`config.mk`:
```
export PLATFORM = sky130hd
export DESIGN_NAME = mail_header_unfolder_unit_flat
export DESIGN_NICKNAME = d
export VERILOG_FILES = /design/src/sv/mhu_pkg.sv /design/src/sv/mhu_in_if.sv /design/src/sv/mhu_out_if.sv /design/src/sv/mhu_ram.sv /design/src/sv/mhu_ctrl.sv /design/src/sv/mhu_datapath.sv /design/src/sv/mail_header_unfolder_unit.sv /design/src/flat_wrapper.sv
export VERILOG_INCLUDE_DIRS = /design/src /design/src/sv
export SDC_FILE = /design/constraint.sdc
export NUM_CORES = 1
export LEC_CHECK = 0
export ABC_AREA = 1
export BUFFER_PORTS_ARGS = -buffer_cell sky130_fd_sc_hd__buf_2
export CAP_MARGIN = 20
export CORE_MARGIN = 1.5
export CORE_UTILIZATION = 35
export DETAILED_ROUTE_END_ITERATION = 12
export HOLD_SLACK_MARGIN = 0.12
export SLEW_MARGIN = 20
export SYNTH_ARGS = -nofsm -noshare
export SYNTH_HDL_FRONTEND = slang
export SYNTH_HIERARCHICAL = 1
export SYNTH_SLANG_ARGS = --single-unit
```
`constraint.sdc`:
```
create_clock -name clk -period 6.7 [get_ports clk]
set_clock_uncertainty 0.1 [all_clocks]
set_input_delay 0.335 -clock clk [delete_from_list [all_inputs] [get_ports clk]]
set_output_delay 0.335 -clock clk [all_outputs]
set_load 0.02 [all_outputs]
```
`src/sv/mail_header_unfolder_unit_macros.svh`:
```
// Assertion macros for the mail header unfolder.
// Used by the top level only; no other dependencies.
`ifndef MAIL_HEADER_UNFOLDER_UNIT_MACROS_SVH
`define MAIL_HEADER_UNFOLDER_UNIT_MACROS_SVH

// same-cycle implication
`define MHU_ASSERT_IMP(lbl, clk, rst_n, ante, cons, msg) \
  lbl: assert property (@(posedge clk) disable iff (!rst_n) (ante) |-> (cons)) \
    else $error(msg);

// next-cycle implication
`define MHU_ASSERT_NXT(lbl, clk, rst_n, ante, cons, msg) \
  lbl: assert property (@(posedge clk) disable iff (!rst_n) (ante) |=> (cons)) \
    else $error(msg);

`endif

```
`src/sv/mhu_pkg.sv`:
```
// Shared types and constants for the mail header unfolder.
// No dependencies.
package mhu_pkg;

  localparam logic [7:0] CH_SP  = 8'h20;
  localparam logic [7:0] CH_TAB = 8'h09;
  localparam logic [7:0] CH_NL  = 8'h0a;
  localparam logic [7:0] CH_NUL = 8'h00;

  typedef enum logic [1:0] {
    SEL_SP      = 2'd0,
    SEL_RUN     = 2'd1,
    SEL_TXT_IN  = 2'd2,
    SEL_TXT_REG = 2'd3
  } emit_sel_t;

  typedef struct packed {
    logic in_valid;
    logic in_last;
    logic is_ws;
    logic is_nl;
    logic is_nul;
    logic started;
    logic has_nl;
    logic run_nz;
    logic run_full;
    logic flush_last;
    logic txt_last;
    logic slot;
  } status_t;

  typedef struct packed {
    logic      in_ready;
    logic      ws_store;
    logic      ws_nl;
    logic      ovf_set;
    logic      latch_text;
    logic      start_text;
    logic      rd_first;
    logic      rd_next;
    logic      emit;
    emit_sel_t emit_sel;
    logic      emit_last;
    logic      clear_run;
    logic      clear_all;
  } cmd_t;

endpackage

```
`src/sv/mhu_in_if.sv`:
```
// Input channel of the mail header unfolder: one raw header byte per item.
// No dependencies.
interface mhu_in_if;
  logic       valid;
  logic       ready;
  logic [7:0] in_byte;
  logic       in_last;

  modport source (output valid, output in_byte, output in_last, input ready);
  modport sink   (input valid, input in_byte, input in_last, output ready);
endinterface

```
`src/sv/mhu_out_if.sv`:
```
// Result channel of the mail header unfolder: one unfolded byte per item.
// No dependencies.
interface mhu_out_if;
  logic       valid;
  logic       ready;
  logic [7:0] out_byte;
  logic       out_last;
  logic       run_overflow;

  modport source (output valid, output out_byte, output out_last, output run_overflow,
                  input ready);
  modport sink   (input valid, input out_byte, input out_last, input run_overflow,
                  output ready);
endinterface

```
`src/sv/mhu_ram.sv`:
```
// Generic single-port-write, single-port-read RAM with registered read data.
// No dependencies.
module mhu_ram #(
  parameter int WIDTH = 1,
  parameter int DEPTH = 32
) (
  input  logic                     clk,
  input  logic                     wr_en,
  input  logic [$clog2(DEPTH)-1:0] wr_addr,
  input  logic [WIDTH-1:0]         wr_data,
  input  logic                     rd_en,
  input  logic [$clog2(DEPTH)-1:0] rd_addr,
  output logic [WIDTH-1:0]         rd_data
);

  logic [WIDTH-1:0] mem_r [DEPTH];
  logic [WIDTH-1:0] rd_data_r;

  always_ff @(posedge clk) begin
    if (wr_en) begin
      mem_r[wr_addr] <= wr_data;
    end
    if (rd_en) begin
      rd_data_r <= mem_r[rd_addr];
    end
  end

  assign rd_data = rd_data_r;

endmodule

```
`src/sv/mhu_ctrl.sv`:
```
// Controller of the mail header unfolder: sequences accept, run flush,
// text byte and closing space. Depends on mhu_pkg.
module mhu_ctrl (
  input  logic             clk,
  input  logic             rst_n,
  input  mhu_pkg::status_t sts,
  output mhu_pkg::cmd_t    cmd
);
  import mhu_pkg::*;

  typedef enum logic [3:0] {
    ST_IDLE  = 4'b0001,
    ST_FLUSH = 4'b0010,
    ST_TEXT  = 4'b0100,
    ST_CLOSE = 4'b1000
  } state_t;

  state_t state_r, state_nxt;
  logic   fire;

  // input is offered only in ST_IDLE, where ready equals the output slot
  assign fire = sts.in_valid && sts.slot;

  always_comb begin
    cmd          = '0;
    cmd.emit_sel = SEL_SP;
    state_nxt    = state_r;
    case (state_r)
      ST_IDLE: begin
        cmd.in_ready = sts.slot;
        if (fire) begin
          if (sts.in_last && (sts.is_ws || sts.is_nul)) begin
            cmd.emit      = sts.started;
            cmd.emit_sel  = SEL_SP;
            cmd.emit_last = 1'b1;
            cmd.clear_all = 1'b1;
          end else if (sts.is_ws) begin
            if (sts.started) begin
              if (sts.is_nl) begin
                cmd.ws_nl = 1'b1;
              end else if (!sts.has_nl) begin
                cmd.ws_store = !sts.run_full;
                cmd.ovf_set  = sts.run_full;
              end
            end
          end else begin
            cmd.latch_text = 1'b1;
            cmd.start_text = 1'b1;
            if (sts.started && sts.has_nl) begin
              cmd.emit     = 1'b1;
              cmd.emit_sel = SEL_SP;
              state_nxt    = ST_TEXT;
            end else if (sts.started && sts.run_nz) begin
              cmd.rd_first = 1'b1;
              state_nxt    = ST_FLUSH;
            end else begin
              cmd.emit      = 1'b1;
              cmd.emit_sel  = SEL_TXT_IN;
              cmd.clear_run = 1'b1;
              state_nxt     = sts.in_last ? ST_CLOSE : ST_IDLE;
            end
          end
        end
      end
      ST_FLUSH: begin
        if (sts.slot) begin
          cmd.emit     = 1'b1;
          cmd.emit_sel = SEL_RUN;
          if (sts.flush_last) begin
            state_nxt = ST_TEXT;
          end else begin
            cmd.rd_next = 1'b1;
          end
        end
      end
      ST_TEXT: begin
        if (sts.slot) begin
          cmd.emit      = 1'b1;
          cmd.emit_sel  = SEL_TXT_REG;
          cmd.clear_run = 1'b1;
          state_nxt     = sts.txt_last ? ST_CLOSE : ST_IDLE;
        end
      end
      ST_CLOSE: begin
        if (sts.slot) begin
          cmd.emit      = 1'b1;
          cmd.emit_sel  = SEL_SP;
          cmd.emit_last = 1'b1;
          cmd.clear_all = 1'b1;
          state_nxt     = ST_IDLE;
        end
      end
      default: begin
        state_nxt = ST_IDLE;
      end
    endcase
  end

  always_ff @(posedge clk) begin
    if (!rst_n) begin
      state_r <= ST_IDLE;
    end else begin
      state_r <= state_nxt;
    end
  end

endmodule

```
`src/sv/mhu_datapath.sv`:
```
// Datapath of the mail header unfolder: header state, whitespace run buffer
// and output register. Depends on mhu_pkg, mhu_in_if, mhu_out_if, mhu_ram.
module mhu_datapath #(
  parameter int RUN_DEPTH = 32
) (
  input  logic             clk,
  input  logic             rst_n,
  mhu_in_if.sink           in_ch,
  mhu_out_if.source        out_ch,
  input  mhu_pkg::cmd_t    cmd,
  output mhu_pkg::status_t sts
);
  import mhu_pkg::*;

  localparam int AW = $clog2(RUN_DEPTH);
  localparam int LW = $clog2(RUN_DEPTH + 1);

  logic          started_r, started_nxt;
  logic          nl_r, nl_nxt;
  logic          ovf_r, ovf_nxt;
  logic [LW-1:0] len_r, len_nxt;
  logic [AW-1:0] idx_r;
  logic [7:0]    txt_r;
  logic          txt_last_r;
  logic          out_valid_r;
  logic [7:0]    out_byte_r;
  logic          out_last_r;
  logic          out_ovf_r;

  logic [AW-1:0] rd_addr;
  logic          rd_bit;
  logic          tab_bit;
  logic [7:0]    emit_byte;

  assign tab_bit = (in_ch.in_byte == CH_TAB);
  assign rd_addr = cmd.rd_first ? '0 : AW'(idx_r + 1'b1);

  mhu_ram #(
    .WIDTH (1),
    .DEPTH (RUN_DEPTH)
  ) u_run_ram (
    .clk     (clk),
    .wr_en   (cmd.ws_store),
    .wr_addr (len_r[AW-1:0]),
    .wr_data (tab_bit),
    .rd_en   (cmd.rd_first || cmd.rd_next),
    .rd_addr (rd_addr),
    .rd_data (rd_bit)
  );

  always_comb begin
    sts.in_valid   = in_ch.valid;
    sts.in_last    = in_ch.in_last;
    sts.is_nl      = (in_ch.in_byte == CH_NL);
    sts.is_ws      = (in_ch.in_byte == CH_SP) || tab_bit || sts.is_nl;
    sts.is_nul     = (in_ch.in_byte == CH_NUL);
    sts.started    = started_r;
    sts.has_nl     = nl_r;
    sts.run_nz     = (len_r != '0);
    sts.run_full   = (len_r == LW'(RUN_DEPTH));
    sts.flush_last = ((LW'(idx_r) + LW'(1)) == len_r);
    sts.txt_last   = txt_last_r;
    sts.slot       = !out_valid_r || out_ch.ready;
  end

  always_comb begin
    case (cmd.emit_sel)
      SEL_SP:      emit_byte = CH_SP;
      SEL_RUN:     emit_byte = rd_bit ? CH_TAB : CH_SP;
      SEL_TXT_IN:  emit_byte = in_ch.in_byte;
      SEL_TXT_REG: emit_byte = txt_r;
      default:     emit_byte = CH_SP;
    endcase
  end

  always_comb begin
    started_nxt = started_r;
    nl_nxt      = nl_r;
    ovf_nxt     = ovf_r;
    len_nxt     = len_r;
    if (cmd.start_text) started_nxt = 1'b1;
    if (cmd.ws_nl)      nl_nxt      = 1'b1;
    if (cmd.ovf_set)    ovf_nxt     = 1'b1;
    if (cmd.ws_store)   len_nxt     = len_r + 1'b1;
    if (cmd.clear_run || cmd.clear_all) begin
      nl_nxt  = 1'b0;
      len_nxt = '0;
    end
    if (cmd.clear_all) begin
      started_nxt = 1'b0;
      ovf_nxt     = 1'b0;
    end
  end

  always_ff @(posedge clk) begin
    if (!rst_n) begin
      started_r   <= 1'b0;
      nl_r        <= 1'b0;
      ovf_r       <= 1'b0;
      len_r       <= '0;
      out_valid_r <= 1'b0;
    end else begin
      started_r <= started_nxt;
      nl_r      <= nl_nxt;
      ovf_r     <= ovf_nxt;
      len_r     <= len_nxt;
      if (cmd.emit) begin
        out_valid_r <= 1'b1;
      end else if (out_ch.ready) begin
        out_valid_r <= 1'b0;
      end
    end
  end

  always_ff @(posedge clk) begin
    if (cmd.rd_first) begin
      idx_r <= '0;
    end else if (cmd.rd_next) begin
      idx_r <= rd_addr;
    end
    if (cmd.latch_text) begin
      txt_r      <= in_ch.in_byte;
      txt_last_r <= in_ch.in_last;
    end
    if (cmd.emit) begin
      out_byte_r <= emit_byte;
      out_last_r <= cmd.emit_last;
      out_ovf_r  <= ovf_r;
    end
  end

  assign in_ch.ready         = cmd.in_ready;
  assign out_ch.valid        = out_valid_r;
  assign out_ch.out_byte     = out_byte_r;
  assign out_ch.out_last     = out_last_r;
  assign out_ch.run_overflow = out_ovf_r;

endmodule

```
`src/sv/mail_header_unfolder_unit.sv`:
```
// Mail header unfolder top level: controller plus datapath, item channels.
// A plain text byte shows at the output in the cycle after its accept.
// Whitespace and plain text bytes are taken as the output register frees; a text
// byte after a buffered run is handled as accept, run RAM reads, the byte; after
// a newline run as one space, then the byte; a last text byte adds a closing space.
// Synchronous active-low reset clears header state and the controller.
`include "mail_header_unfolder_unit_macros.svh"
module mail_header_unfolder_unit #(
  parameter int RUN_DEPTH = 32
) (
  input logic       clk,
  input logic       rst_n,
  mhu_in_if.sink    in_ch,
  mhu_out_if.source out_ch
);
  import mhu_pkg::*;

  status_t sts;
  cmd_t    cmd;

  mhu_ctrl u_ctrl (
    .clk   (clk),
    .rst_n (rst_n),
    .sts   (sts),
    .cmd   (cmd)
  );

  mhu_datapath #(
    .RUN_DEPTH (RUN_DEPTH)
  ) u_dp (
    .clk    (clk),
    .rst_n  (rst_n),
    .in_ch  (in_ch),
    .out_ch (out_ch),
    .cmd    (cmd),
    .sts    (sts)
  );

  `MHU_ASSERT_IMP(a_accept_slot, clk, rst_n, in_ch.ready, !out_ch.valid || out_ch.ready, "item accepted with output register full")
  `MHU_ASSERT_NXT(a_close_clears, clk, rst_n, cmd.emit && cmd.emit_last, !sts.started && !sts.run_nz && !sts.has_nl, "header state not cleared after closing space")
  `MHU_ASSERT_NXT(a_flush_busy, clk, rst_n, cmd.rd_first, !in_ch.ready, "input accepted during run flush")

endmodule

```
`src/flat_wrapper.sv`:
```
// flat-port wrapper written by rule: the top's interface ports become plain ports
module mail_header_unfolder_unit_flat import mhu_pkg::*;
#(
  parameter int RUN_DEPTH = 32
)
  (clk, rst_n, in_ch_valid, in_ch_in_byte, in_ch_in_last, in_ch_ready, out_ch_valid, out_ch_out_byte, out_ch_out_last, out_ch_run_overflow, out_ch_ready);
  mhu_in_if in_ch_i ();
  mhu_out_if out_ch_i ();
  input logic clk;
  input logic rst_n;
  input wire logic [$bits(in_ch_i.valid)-1:0] in_ch_valid;
  input wire logic [$bits(in_ch_i.in_byte)-1:0] in_ch_in_byte;
  input wire logic [$bits(in_ch_i.in_last)-1:0] in_ch_in_last;
  output wire logic [$bits(in_ch_i.ready)-1:0] in_ch_ready;
  output wire logic [$bits(out_ch_i.valid)-1:0] out_ch_valid;
  output wire logic [$bits(out_ch_i.out_byte)-1:0] out_ch_out_byte;
  output wire logic [$bits(out_ch_i.out_last)-1:0] out_ch_out_last;
  output wire logic [$bits(out_ch_i.run_overflow)-1:0] out_ch_run_overflow;
  input wire logic [$bits(out_ch_i.ready)-1:0] out_ch_ready;
  assign in_ch_i.valid = in_ch_valid;
  assign in_ch_i.in_byte = in_ch_in_byte;
  assign in_ch_i.in_last = in_ch_in_last;
  assign in_ch_ready = in_ch_i.ready;
  assign out_ch_valid = out_ch_i.valid;
  assign out_ch_out_byte = out_ch_i.out_byte;
  assign out_ch_out_last = out_ch_i.out_last;
  assign out_ch_run_overflow = out_ch_i.run_overflow;
  assign out_ch_i.ready = out_ch_ready;
  mail_header_unfolder_unit #(.RUN_DEPTH(RUN_DEPTH)) u_core (.clk(clk), .rst_n(rst_n), .in_ch(in_ch_i), .out_ch(out_ch_i));
endmodule
```
Word-level counts from Yosys, hierarchy flattened --
Memory sizes are Yosys's and may differ from the RTL's. A register that Yosys moved wholly into a read port is not among the register bits. Index checks and enable logic that the tools add are counted. W data, S select, Z words.
Operators by class: add/sub/neg operators 3, equality and inequality tests 19, muxes and demuxes 52, bitwise gates (word level) 1, reductions and logical operators 19
Operators by type and width (number):
- $mux W4 | 13
- $pmux W8 S4 | 1
- $mux W3 | 8
- $mux W6 | 4
- $mux W1 | 19
- $eq A8 B4 Y1 const B | 2
- $pmux W4 S4 | 1
- $ne A2 B2 Y1 const B | 6
- $pmux W3 S4 | 1
- $eq A8 B6 Y1 const B | 1
- $logic_not A8 Y1 | 1
- $mux W7 | 1
- $reduce_and A7 Y1 | 1
- $add A5 B1 Y6 const B | 1
- $add A6 B1 Y6 const B | 1
- $eq A6 B6 Y1 | 1
- $eq A6 B6 Y1 const B | 1
- $logic_or A1 B1 Y1 | 6
- $pmux W1 S2 | 3
- $reduce_bool A6 Y1 | 1
- $add A5 B1 Y5 const B | 1
- $mux W5 | 1
- $eq A2 B2 Y1 const B | 2
- $eq A4 B1 Y1 const B | 1
- other kinds (11) | 16
Word-level totals: flip-flop bits (word level) 38, RAM bits 32, bits of input ports 13, output and inout port bits 12, word-level logic and storage cells 107, memories kept 1
Memories:
- u_core.u_dp.u_run_ram.mem_r | words 32, width 1, rd ports 1, clocked after memory_dff 1, wr ports 1, RTL line mhu_ram.sv:16 | logic [WIDTH-1:0] mem_r [DEPTH];

Longest topological paths before layout --
Gate-level depths: netlist of the first run.
depth in word-level cells 11, depth in mapped cells 27, depth with buffers taken out 25

Modules after synthesis --
Netlist of the first run, hierarchy kept.
By module, submodules not included:
- mhu_datapath | times used 1, cells an instance 192, area an instance 1625.3 sq um, sequential area each 870.8 sq um
- mhu_ram | times used 1, cells an instance 160, area an instance 1562.7 sq um, sequential area each 991.0 sq um
- mhu_ctrl | times used 1, cells an instance 102, area an instance 546.8 sq um, sequential area each 80.1 sq um

Worst setup path before layout of the first run --
Ideal clock, no wire load.
kind register to register, start point register u_core.u_dp.idx_r[0], end point register u_core.u_dp.u_run_ram.rd_data_r, in the netlist u_core/u_dp/u_run_ram/rd_data (read register of u_core.u_dp.u_run_ram.mem_r), data pin, library setup time 252 ps, arrival 2430 ps, required time 6348 ps, path slack 3918 ps, stages on the path, launching flop included 23, path buffers 2, period minus slack after synthesis 2782 ps, path through dfxtp_1 > ha_1 > xor2_1 > a21oi_2 > nand3_1 > nor2_1 > inv_1 > nand3_1 > nand2_1 > nor2_2 > nand2_1 > nor2_1 > nor2_1 > buf_6 > buf_6 > nand2_1 > nand3_1 > nand3_1 > nand2_1 > nand2_1 > nand2_1 > nand2_1 > nand2_1
RTL lines:
- start: declaration | RTL line mhu_datapath.sv:22 | logic [AW-1:0] idx_r;
- start signal: assignment | RTL line mhu_datapath.sv:119 | idx_r <= rd_addr;
- end: declaration | RTL line mhu_ram.sv:17 | logic [WIDTH-1:0] rd_data_r;

==> results.cfg, run 1 <==
[global_route]
grt_pass1_vias = 2756
antenna_found_initial = 0
gr-total-overflow = 0
grtUsageTotal = 0.1531
grt_pass1_wl_um = 13430
grt_max_degree = 33

[cts]
holdBufCountCts = 9
cts-htree-levels = 3
clock_sinks = 71
cts_made_buffers = 9
cts_root_buffer = clkbuf_8
cts_tree = built
cts.repair.resized = 0
insertion_delay_ns = 0.35
path_clk_slew_ns = 0.08
clockBufferDepth = 2
post_cts_buffers = 0

[worst_setup_path]
cp-start-kind = input port
cp.arrival_ns = 3.83
worstPathMaxFanout = 17
path_class = in2reg
critPathCaptureType = flop
required_ns = 6.70

[drt]
first_pass_iters = 5
wirelength_um = 8164
drc = 0
vias = 3094
drt_iter0_markers = 272
via_per_inst = 4.919
wl_per_cell_um = 12.98
ant_nets = 0

[power_and_ir_drop]
p_per_area_nw_per_um2 = 390.7
p_leak_nw = 1.733
vdd_ir_drop_max_mv = 0.1255

[run]
drv_cap = 0

[cells_and_area]
area_growth_pct = 13.50
fin_nets = 504
multi_input_area_sq_um = 1436
fin_util = 0.4106
drive_gt1_frac = 0.1623
mostFrequentLayoutCells = 98 x nand2_1, 68 x nand3_1, 64 x nor2_1, 52 x edfxtp_1, 48 x inv_1
diodes = 0
seq_area_sq_um = 1942
final_common_cell = nand2_1
fillers = 1042

[synth]
synthesis.nets = 470
synth_edf_count = 52
synth_seq_cells = 71
synthArstFlopShare = 0
yosys_warnings = 6
syn_area_per_cell_sq_um = 8.227
ys_types = 32
ys.flop_type = edfxtp_1
synth_seq_area_share = 0.5199
syn-cell-area_sq_um = 3735
synth_cells = 454

[placed_design]
dp_hpwl_um = 6068
gp_congestion = 0.8749
io_buffers = 24

[floorplanning]
num_io_pins = 25
row_count = 37
dieArea_sq_um = 11300
start_util = 0.3618
core_area_sq_um = 10320
dieHeight_um = 106.3
die_w_um = 106.3

[sta]
fmax_mhz = 261.0
rsz0062_at_grt = no
hold_violations = 0
setup_viol = 0
period_minus_slack_ns = 3.831
final.period_utilization = 0.5718
setup_tns_ns = 0
max_slew_margin = 0.2813
worstMarginPinSlew_ns = 1.074
maxSlewViolCount = 0

[min_path]
holdCritPathClass = in2reg

[run_status]
outcome = finished clean
## cells by family after synthesis
kind of cell | share of synthesized area
simple gates | 0.3179
buf+inv | 0.09548
flops | 0.5199
compound gates | 0.05427
fa+ha+maj | 0.01005
xor+xnor | 0.002345
## synthesized netlist by cell type (2+ instances only)
| cell type | instances | area share |
|---|---|---|
| edfxtp_1 | 52 | 0.42 |
| nand2_1 | 98 | 0.098 |
| o22ai_1 | 2 | 0.0033 |
| dfxtp_1 | 19 | 0.10 |
| o211ai_1 | 3 | 0.0060 |
| nor3_1 | 7 | 0.0094 |
| nand3_1 | 68 | 0.091 |
| buf_4 | 8 | 0.016 |
| buf_6 | 2 | 0.0060 |
| o21ai_0 | 6 | 0.0080 |
| a21oi_1 | 8 | 0.011 |
| inv_1 | 48 | 0.048 |
| a22oi_1 | 3 | 0.0060 |
| nor2_2 | 10 | 0.017 |
| ha_1 | 3 | 0.010 |
| inv_2 | 16 | 0.016 |
| nand4_1 | 8 | 0.013 |
| nand2_2 | 10 | 0.017 |
| nor2_1 | 64 | 0.064 |
| o21ai_1 | 7 | 0.0094 |
## critical path: stages
cell	delay [ns]
dlygate4sd3_1	0.54
buf_2	0.14
inv_1	0.09
nand4_1	0.13
inv_1	0.09
nand2_1	0.09
o211ai_1	0.20
nor2_1	0.09
nor2_1	0.19
nand2_2	0.11
inv_2	0.07
nor2_2	0.05
nand2_1	0.08
nor2_1	0.09
nor2_1	0.82
inv_6	0.16
nand2_1	0.12
nand3_1	0.08
nand3_1	0.10
nand2_1	0.06
nand2_1	0.05
nand2_1	0.05
nand2_1	0.05
nand2_1	0.04
## registers in the layout, summed over array words and instances, names as in the netlist, 4 cells and up
name,cells
u_core/u_dp/u_run_ram/mem_r,32
u_core/u_dp/len_r,6
u_core/u_dp/txt_r,8
u_core/u_dp/out_ch.out_byte,8
u_core/u_ctrl/state_r,4
u_core/u_dp/idx_r,5
## routing by layer
| layer | routed length (um) | global-route usage | share of wire | up-vias |
|---|---|---|---|---|
| met5 | 0 | 0 | 0 | - |
| met1 | 3956 | 0.2167 | 0.48 | 1414 |
| met3 | 483 | 0.03311 | 0.059 | 8 |
| li1 | - | - | - | 1566 |
| met4 | 104 | 0.05792 | 0.013 | 0 |
| met2 | 3619 | 0.2286 | 0.44 | 106 |
## path summary, 6_finish.rpt
check / from / to / slack, ns / depth (start not counted)
max: in_ch_in_byte[5] / u_core/u_dp/u_run_ram/rd_data$_DFFE_PP_ / 2.87 / 24
min: out_ch_ready / u_core/u_dp/out_ch.valid$_SDFFE_PN0P_ / 0.29 / 4
max reg2reg: u_core/u_dp/idx_r[0]$_SDFFE_PP0P_ / u_core/u_dp/u_run_ram/rd_data$_DFFE_PP_ / 3.10 / 24
min reg2reg: u_core/u_dp/ovf_r$_SDFFE_PP0P_ / u_core/u_dp/out_ch.run_overflow$_DFFE_PP_ / 0.34 / 0
## metrics by stage
stage / hold WS, ns / setup slack (ns) / cell area [sq um] / total power [mW] / cells
final: 0.2874 / 2.869 / 4239 / 1.656 / 629
after global routing: 0.3370 / 2.467 / 4239 / 1.783 / 629
after CTS: 0.1282 / 2.898 / 4229 / 1.661 / 628
after detailed placement: 0.3181 / 3.089 / 3925 / 1.287 / 603
after global placement: 0.3102 / 3.190 / 3925 / 1.273 / 603
after floorplan: 0.3090 / 3.918 / 3735 / 1.176 / 454
## power by group
group	total, mW	switching [mW]	internal, mW
logic	0.669	0.457	0.213
registers	0.618	0.0516	0.566
clock network	0.369	0.160	0.209
## cell type report
cell class / instances / area share
flip-flops and latches: 71 / 0.4581
clock buffers: 10 / 0.03011
well taps: 136 / 0.04014
multi-input cells: 306 / 0.3388
clock inverters: 6 / 0.02037
inverters: 65 / 0.05874
repair buffers: 35 / 0.05372
No activity file was read; power rests on OpenSTA's default activity.
==> run 2: changes to the inputs <==
--- a/config.mk
+++ b/config.mk
@@ -6,7 +6,7 @@
 export SDC_FILE = /design/constraint.sdc
 export NUM_CORES = 1
 export LEC_CHECK = 0
-export ABC_AREA = 1
+export ABC_AREA = 0
 export BUFFER_PORTS_ARGS = -buffer_cell sky130_fd_sc_hd__buf_2
 export CAP_MARGIN = 20
 export CORE_MARGIN = 1.5
==> constraint.sdc (replaced) <==
create_clock -name clk -period 3.5 [get_ports clk]
set_clock_uncertainty 0.1 [all_clocks]
set_input_delay 0.175 -clock clk [delete_from_list [all_inputs] [get_ports clk]]
set_output_delay 0.175 -clock clk [all_outputs]
set_load 0.02 [all_outputs]
==> results.cfg, run 2 <==
[min_path]
whs_endpoint = u_core/u_dp/out_ch.valid$_SDFFE_PN0P_
hold_depth = 3
holdCritPathClass = in2reg
hp-start = out_ch_ready

[worst_setup_path]
r2r_setup_slack_ns = 0.53
cp-start-kind = input port
worstPathMaxFanout = 6
worst-path-buf-inv = 2
crit_chain = dlygate4sd3_1, buf_2, nor2b_1, and3b_1, o21a_1, a21oi_1, nand4_1, nor2_1, nor2_1, and2b_1, a22oi_1, nand4b_1, a21oi_1, a311o_1
r2r-start = u_core/u_dp/len_r[0]$_SDFFE_PP0P_
critPathCaptureType = flop
path_class = in2reg
regToRegEndpoint = u_core/u_dp/u_run_ram/rd_data$_DFFE_PP_
cpLargestDelayFamily = simple AND/OR/NAND/NOR gates
reg2reg_depth = 13
cp_slowest_cell = dlygate4sd3_1
max_stage_delay_ns = 0.53
required_ns = 3.50
cp.arrival_ns = 3.24

[cells_and_area]
diodes = 0
fin_nets = 403
largest_reg_flops = 32
regMostFlops = u_core/u_dp/u_run_ram/mem_r
drive_gt1_frac = 0.1582
fillers = 1025
mostFrequentLayoutCells = 75 x nor2_1, 52 x edfxtp_1, 24 x buf_2, 24 x mux2i_1, 20 x nand2_1
seq_area_sq_um = 1942
final_common_cell = nor2_1
area_growth_pct = 13.72
multi_input_area_sq_um = 1585
fin_area_sq_um = 4273

[sta]
hold_violations = 0
setup_tns_ns = 0
maxSlewViolCount = 0
rsz0062_at_grt = no
whs_ns = 0.2147
fmax_mhz = 308.6
period_minus_slack_ns = 3.241
worstMarginPinSlew_ns = 0.8315
max_slew_margin = 0.4436
timing.final.ws_setup_ns = 0.2594
final.period_utilization = 0.9259
setup_viol = 0

[cts]
clockBufferDepth = 2
path_clk_slew_ns = 0.07
cts_root_buffer = clkbuf_8
cts_tree = built
cts-htree-levels = 3
insertion_delay_ns = 0.35
clock_sinks = 71
cts_made_buffers = 9

[synth]
yosysTopAreaCell = edfxtp_1
synth_area_leaders = edfxtp_1 42%, dfxtp_1 10%, nor2_1 7.5%
yosysTopAreaCellShare = 0.4156
yosysMostFrequentCell = nor2_1
synthesis.nets = 374
synth_seq_area_share = 0.5168
yosys_warnings = 6
ys.flop_type = edfxtp_1
syn-cell-area_sq_um = 3757
ys_types = 54
synth_cells = 358
synthArstFlopShare = 0
synth_edf_count = 52
syn_area_per_cell_sq_um = 10.50
synth_common_cells = 75 x nor2_1, 52 x edfxtp_1, 24 x mux2i_1, 20 x nand2_1, 19 x dfxtp_1
synth_seq_cells = 71

[drt]
vias = 2676
drc = 0
drt_iter0_markers = 186
via_per_inst = 5.068
ant_nets = 0
wl_per_cell_um = 14.52
first_pass_iters = 4
wirelength_um = 7665

[global_route]
grtUsageTotal = 0.1447
grt_max_degree = 33
grt_pass1_vias = 2518
antenna_found_initial = 0
grt_pass1_wl_um = 12530
gr-total-overflow = 0

[power_and_ir_drop]
vdd_ir_drop_max_mv = 0.1767
p_per_area_nw_per_um2 = 426.1
p_total_mw = 1.821
p_leak_nw = 1.561

[run]
drv_cap = 0

[placed_design]
gp_congestion = 0.8825
io_buffers = 24
dp_hpwl_um = 5125
place_ws_ns = 0.3452
place_area_sq_um = 3924

[floorplanning]
dieHeight_um = 106.6
start_util = 0.3623
core_area_sq_um = 10370
row_count = 37
die_w_um = 106.6
num_io_pins = 25
dieArea_sq_um = 11370

[run_status]
outcome = finished clean
[run 2: tightest hold or removal path, cell delays in order]
cell	delay, ns
buf_2	0.07
nand2b_1	0.25
a21boi_0	0.12
[run 2: repair_timing]
action,4_1_cts,5_1_grt
hold buffers,10,0
resized for setup,0,2
setup endpoints to repair,0,1
endpoints found under the hold margin,22,0
setup buffers,0,0
[run 2: logic make-up after synthesis]
kind of cell             count (synthesis)  share of synthesized area
adder cells (fa/ha/maj)                  3                   0.009991
flip-flops                              71                     0.5168
buffers and inverters                   37                    0.06593
AO/OA/AOI/OAI                           45                    0.08126
AND/OR/NAND/NOR                        162                     0.2228
multiplexers                            24                    0.06394
XOR/XNOR                                16                    0.03930
[run 2: power breakdown]
| part | total [mW] | internal (mW) | switching (mW) |
|---|---|---|---|
| Clock | 0.755 | 0.459 | 0.296 |
| Combinational | 0.127 | 0.0474 | 0.0794 |
| Sequential | 0.939 | 0.926 | 0.0135 |
| Total | 1.82 | 1.43 | 0.389 |
[run 2: worst max path at each step]
stage	startpoint	endpoint	slack [ns]	cells after the start
after floorplan	in_ch_in_byte[5]	u_core/u_dp/u_run_ram/mem_r[28]$_DFFE_PP_	0.38	10
after global placement	in_ch_in_byte[2]	u_core/u_dp/u_run_ram/rd_data$_DFFE_PP_	0.43	14
after detailed placement	in_ch_in_byte[2]	u_core/u_dp/u_run_ram/rd_data$_DFFE_PP_	0.35	14
after CTS	in_ch_in_byte[2]	u_core/u_dp/u_run_ram/rd_data$_DFFE_PP_	0.16	15
after global routing	in_ch_in_byte[3]	u_core/u_dp/u_run_ram/rd_data$_DFFE_PP_	0.05	14
final	in_ch_in_byte[3]	u_core/u_dp/u_run_ram/rd_data$_DFFE_PP_	0.26	14
[run 2: final cells by class]
class | instances | area share
Clock inverter | 3 | 0.01523
Sequential cell | 71 | 0.4545
Tap cell | 136 | 0.03982
Inverter | 13 | 0.01142
Multi-Input combinational cell | 250 | 0.3710
Clock buffer | 13 | 0.03953
Timing Repair Buffer | 42 | 0.06852
[run 2: through the flow]
step	instances	util
5_1_grt	528	0.4120
6_report	528	0.4120
3_3_place_gp	502	0.3784
2_1_floorplan	358	-
4_1_cts	528	0.4106
3_5_place_dp	502	0.3784
[run 2: routing by layer]
layer / global-route usage / vias to the layer above / share of wire
li1: - / 1324 / -
met1: 0.1947 / 1274 / 0.46
met2: 0.2152 / 67 / 0.47
met3: 0.03465 / 11 / 0.052
met4: 0.07714 / 0 / 0.020
met5: 0 / - / 0
==> run 3: changes to the inputs <==
--- a/config.mk
+++ b/config.mk
@@ -13,8 +13,8 @@
 export CORE_UTILIZATION = 35
 export DETAILED_ROUTE_END_ITERATION = 12
 export HOLD_SLACK_MARGIN = 0.12
+export PLACE_DENSITY = 0.5
 export SLEW_MARGIN = 20
 export SYNTH_ARGS = -nofsm -noshare
 export SYNTH_HDL_FRONTEND = slang
-export SYNTH_HIERARCHICAL = 1
 export SYNTH_SLANG_ARGS = --single-unit
==> results.cfg, run 3 <==
[run_status]
outcome = finished clean

[synth]
synth_seq_cells = 71
syn_area_per_cell_sq_um = 11.50
yosysTopAreaCellShare = 0.4229
synth_seq_area_share = 0.5259
synth_common_cells = 52 x edfxtp_1, 43 x nor2_1, 20 x nand2_1, 19 x dfxtp_1
yosys_warnings = 0
ys.flop_type = edfxtp_1
ys_types = 70
synth_edf_count = 52
synthesis.nets = 339
synth_cells = 321
synth_area_leaders = edfxtp_1 42%, dfxtp_1 10%, nor2_1 4.4%
syn-cell-area_sq_um = 3692
synthArstFlopShare = 0
yosysMostFrequentCell = edfxtp_1
yosysTopAreaCell = edfxtp_1

[drt]
wl_per_cell_um = 16.99
vias = 2676
drc = 0
drt_iter0_markers = 128
wirelength_um = 8409
ant_nets = 0
first_pass_iters = 4
via_per_inst = 5.406

[worst_setup_path]
required_ns = 3.51
r2r-start = u_core.u_dp.len_r[0]$_SDFFE_PP0P_
regToRegEndpoint = u_core.u_dp.out_ch.out_byte[0]$_DFFE_PP_
crit_end = u_core.u_dp.out_ch.out_byte[0]$_DFFE_PP_
crit_start = u_core.u_dp.len_r[0]$_SDFFE_PP0P_
r2r_setup_slack_ns = 0.74
path_class = reg2reg
cp.arrival_ns = 2.77
cp-start-kind = flop
critPathCaptureType = flop
reg2reg_depth = 7
worstPathMaxFanout = 10

[placed_design]
io_buffers = 24
placed_cells = 469
place_ws_ns = 0.7757
dp_hpwl_um = 5889
gp_congestion = 0.8182

[cts]
cts.repair.resized = 0
clockBufferDepth = 2
cts_made_buffers = 9
cts_root_buffer = clkbuf_8
cts-htree-levels = 3
path_clk_slew_ns = 0.09
clock_sinks = 71
post_cts_buffers = 0
insertion_delay_ns = 0.34
cts_tree = built
holdBufCountCts = 10

[floorplanning]
start_util = 0.3593
core_area_sq_um = 10280
dieArea_sq_um = 11170
row_count = 37
die_w_um = 105.7
dieHeight_um = 105.7
num_io_pins = 25

[global_route]
grt_max_degree = 33
grtUsageTotal = 0.1615
grt_pass1_vias = 2644
gr-total-overflow = 0
antenna_found_initial = 0
grt_pass1_wl_um = 13700

[cells_and_area]
seq_area_sq_um = 1942
area_growth_pct = 14.27
fin_nets = 372
largest_reg_flops = 32
drive_gt1_frac = 0.2006
final_common_cell = edfxtp_1
diodes = 0
fillers = 1035
multi_input_area_sq_um = 1630
regMostFlops = u_core.u_dp.u_run_ram.mem_r
final_cells = 495
mostFrequentLayoutCells = 52 x edfxtp_1, 43 x nor2_1, 24 x buf_2, 20 x nand2_1, 19 x dfxtp_1

[sta]
timing.final.ws_setup_ns = 0.7363
setup_viol = 0
final.period_utilization = 0.7896
hold_violations = 0
maxSlewViolCount = 0
max_slew_margin = 0.4642
worstMarginPinSlew_ns = 0.7963
setup_tns_ns = 0
rsz0062_at_grt = no
period_minus_slack_ns = 2.764
fmax_mhz = 361.8

[power_and_ir_drop]
p_per_area_nw_per_um2 = 419.7
p_leak_nw = 1.383
vdd_ir_drop_max_mv = 0.2115

[run]
drv_cap = 0

[min_path]
holdCritPathClass = in2reg
[run 3: changes by cell type after synthesis, sizes merged, moves of 5 or more]
cell | before | now
nor2 | 75 | 46
mux2i | 24 | 10
buf | 20 | 10
nand2b | 9 | 2
inv | 13 | 7
mux4 | 0 | 6
nand4 | 6 | 1
[run 3: metal layers]
layer / up-vias / GRT usage / share of wire
met4: 0 / 0.05212 / 0.0081
met3: 6 / 0.03216 / 0.030
li1: 1289 / - / -
met5: - / 0 / 0
met1: 1330 / 0.2075 / 0.46
met2: 51 / 0.2727 / 0.50
[run 3: final cells by class]
class,count,area share
Inverter,7,0.006228
Clock buffer,9,0.02936
Clock inverter,7,0.01453
Sequential cell,71,0.4603
Tap cell,136,0.04033
Multi-Input combinational cell,225,0.3864
Timing Repair Buffer,40,0.06287
[run 3: through the flow]
step	cell area, sq um	hold slack, ns	power (mW)	util
final	4219	0.2027	1.771	0.4105
after global routing	4219	0.2036	1.856	0.4105
after CTS	4219	0.1827	1.791	0.4105
after detailed placement	3934	0.3081	1.152	0.3828
after global placement	3934	0.3078	1.152	0.3828
after floorplan	3692	0.1739	1.098	-
[run 3: worst max-delay path: stages (launching register included)]
cell	delay, ns
dfxtp_1	0.38
inv_1	0.11
ha_1	0.18
or4b_1	0.51
o31ai_1	0.44
o211a_1	0.43
nor3_1	0.11
a221o_1	0.28
[run 3: report_power, final]
part           total, mW  switching (mW)  internal [mW]  leakage (nW)
Clock              0.630           0.359          0.271        0.0888
Sequential         0.956          0.0197          0.936         0.582
Combinational      0.185           0.112         0.0727         0.712
[run 3: cells by family after synthesis]
kind of cell	count (synthesis)	synth area share
muxes	17	0.06676
AOI/OAI and AO/OA	62	0.1301
DFF	71	0.5259
xor gates and xnor gates	13	0.04236
and+or+nand+nor	128	0.1840
adders and majority gates	5	0.01694
buffers and inverters	25	0.03389
[run 3: worst min path at each step]
stage                      from                                    end  slack, ns  cells after the start
2_1_floorplan     in_ch_in_last       u_core.u_dp.txt_last_r$_DFFE_PP_       0.17                      0
6_report            in_ch_valid  u_core.u_ctrl.state_r[1]$_SDFFE_PN0P_       0.20                      4
3_5_place_dp   in_ch_in_byte[2]         u_core.u_dp.txt_r[2]$_DFFE_PP_       0.31                      1
3_3_place_gp   in_ch_in_byte[2]         u_core.u_dp.txt_r[2]$_DFFE_PP_       0.31                      1
4_1_cts             in_ch_valid  u_core.u_ctrl.state_r[1]$_SDFFE_PN0P_       0.18                      4
5_1_grt             in_ch_valid  u_core.u_ctrl.state_r[1]$_SDFFE_PN0P_       0.20                      4
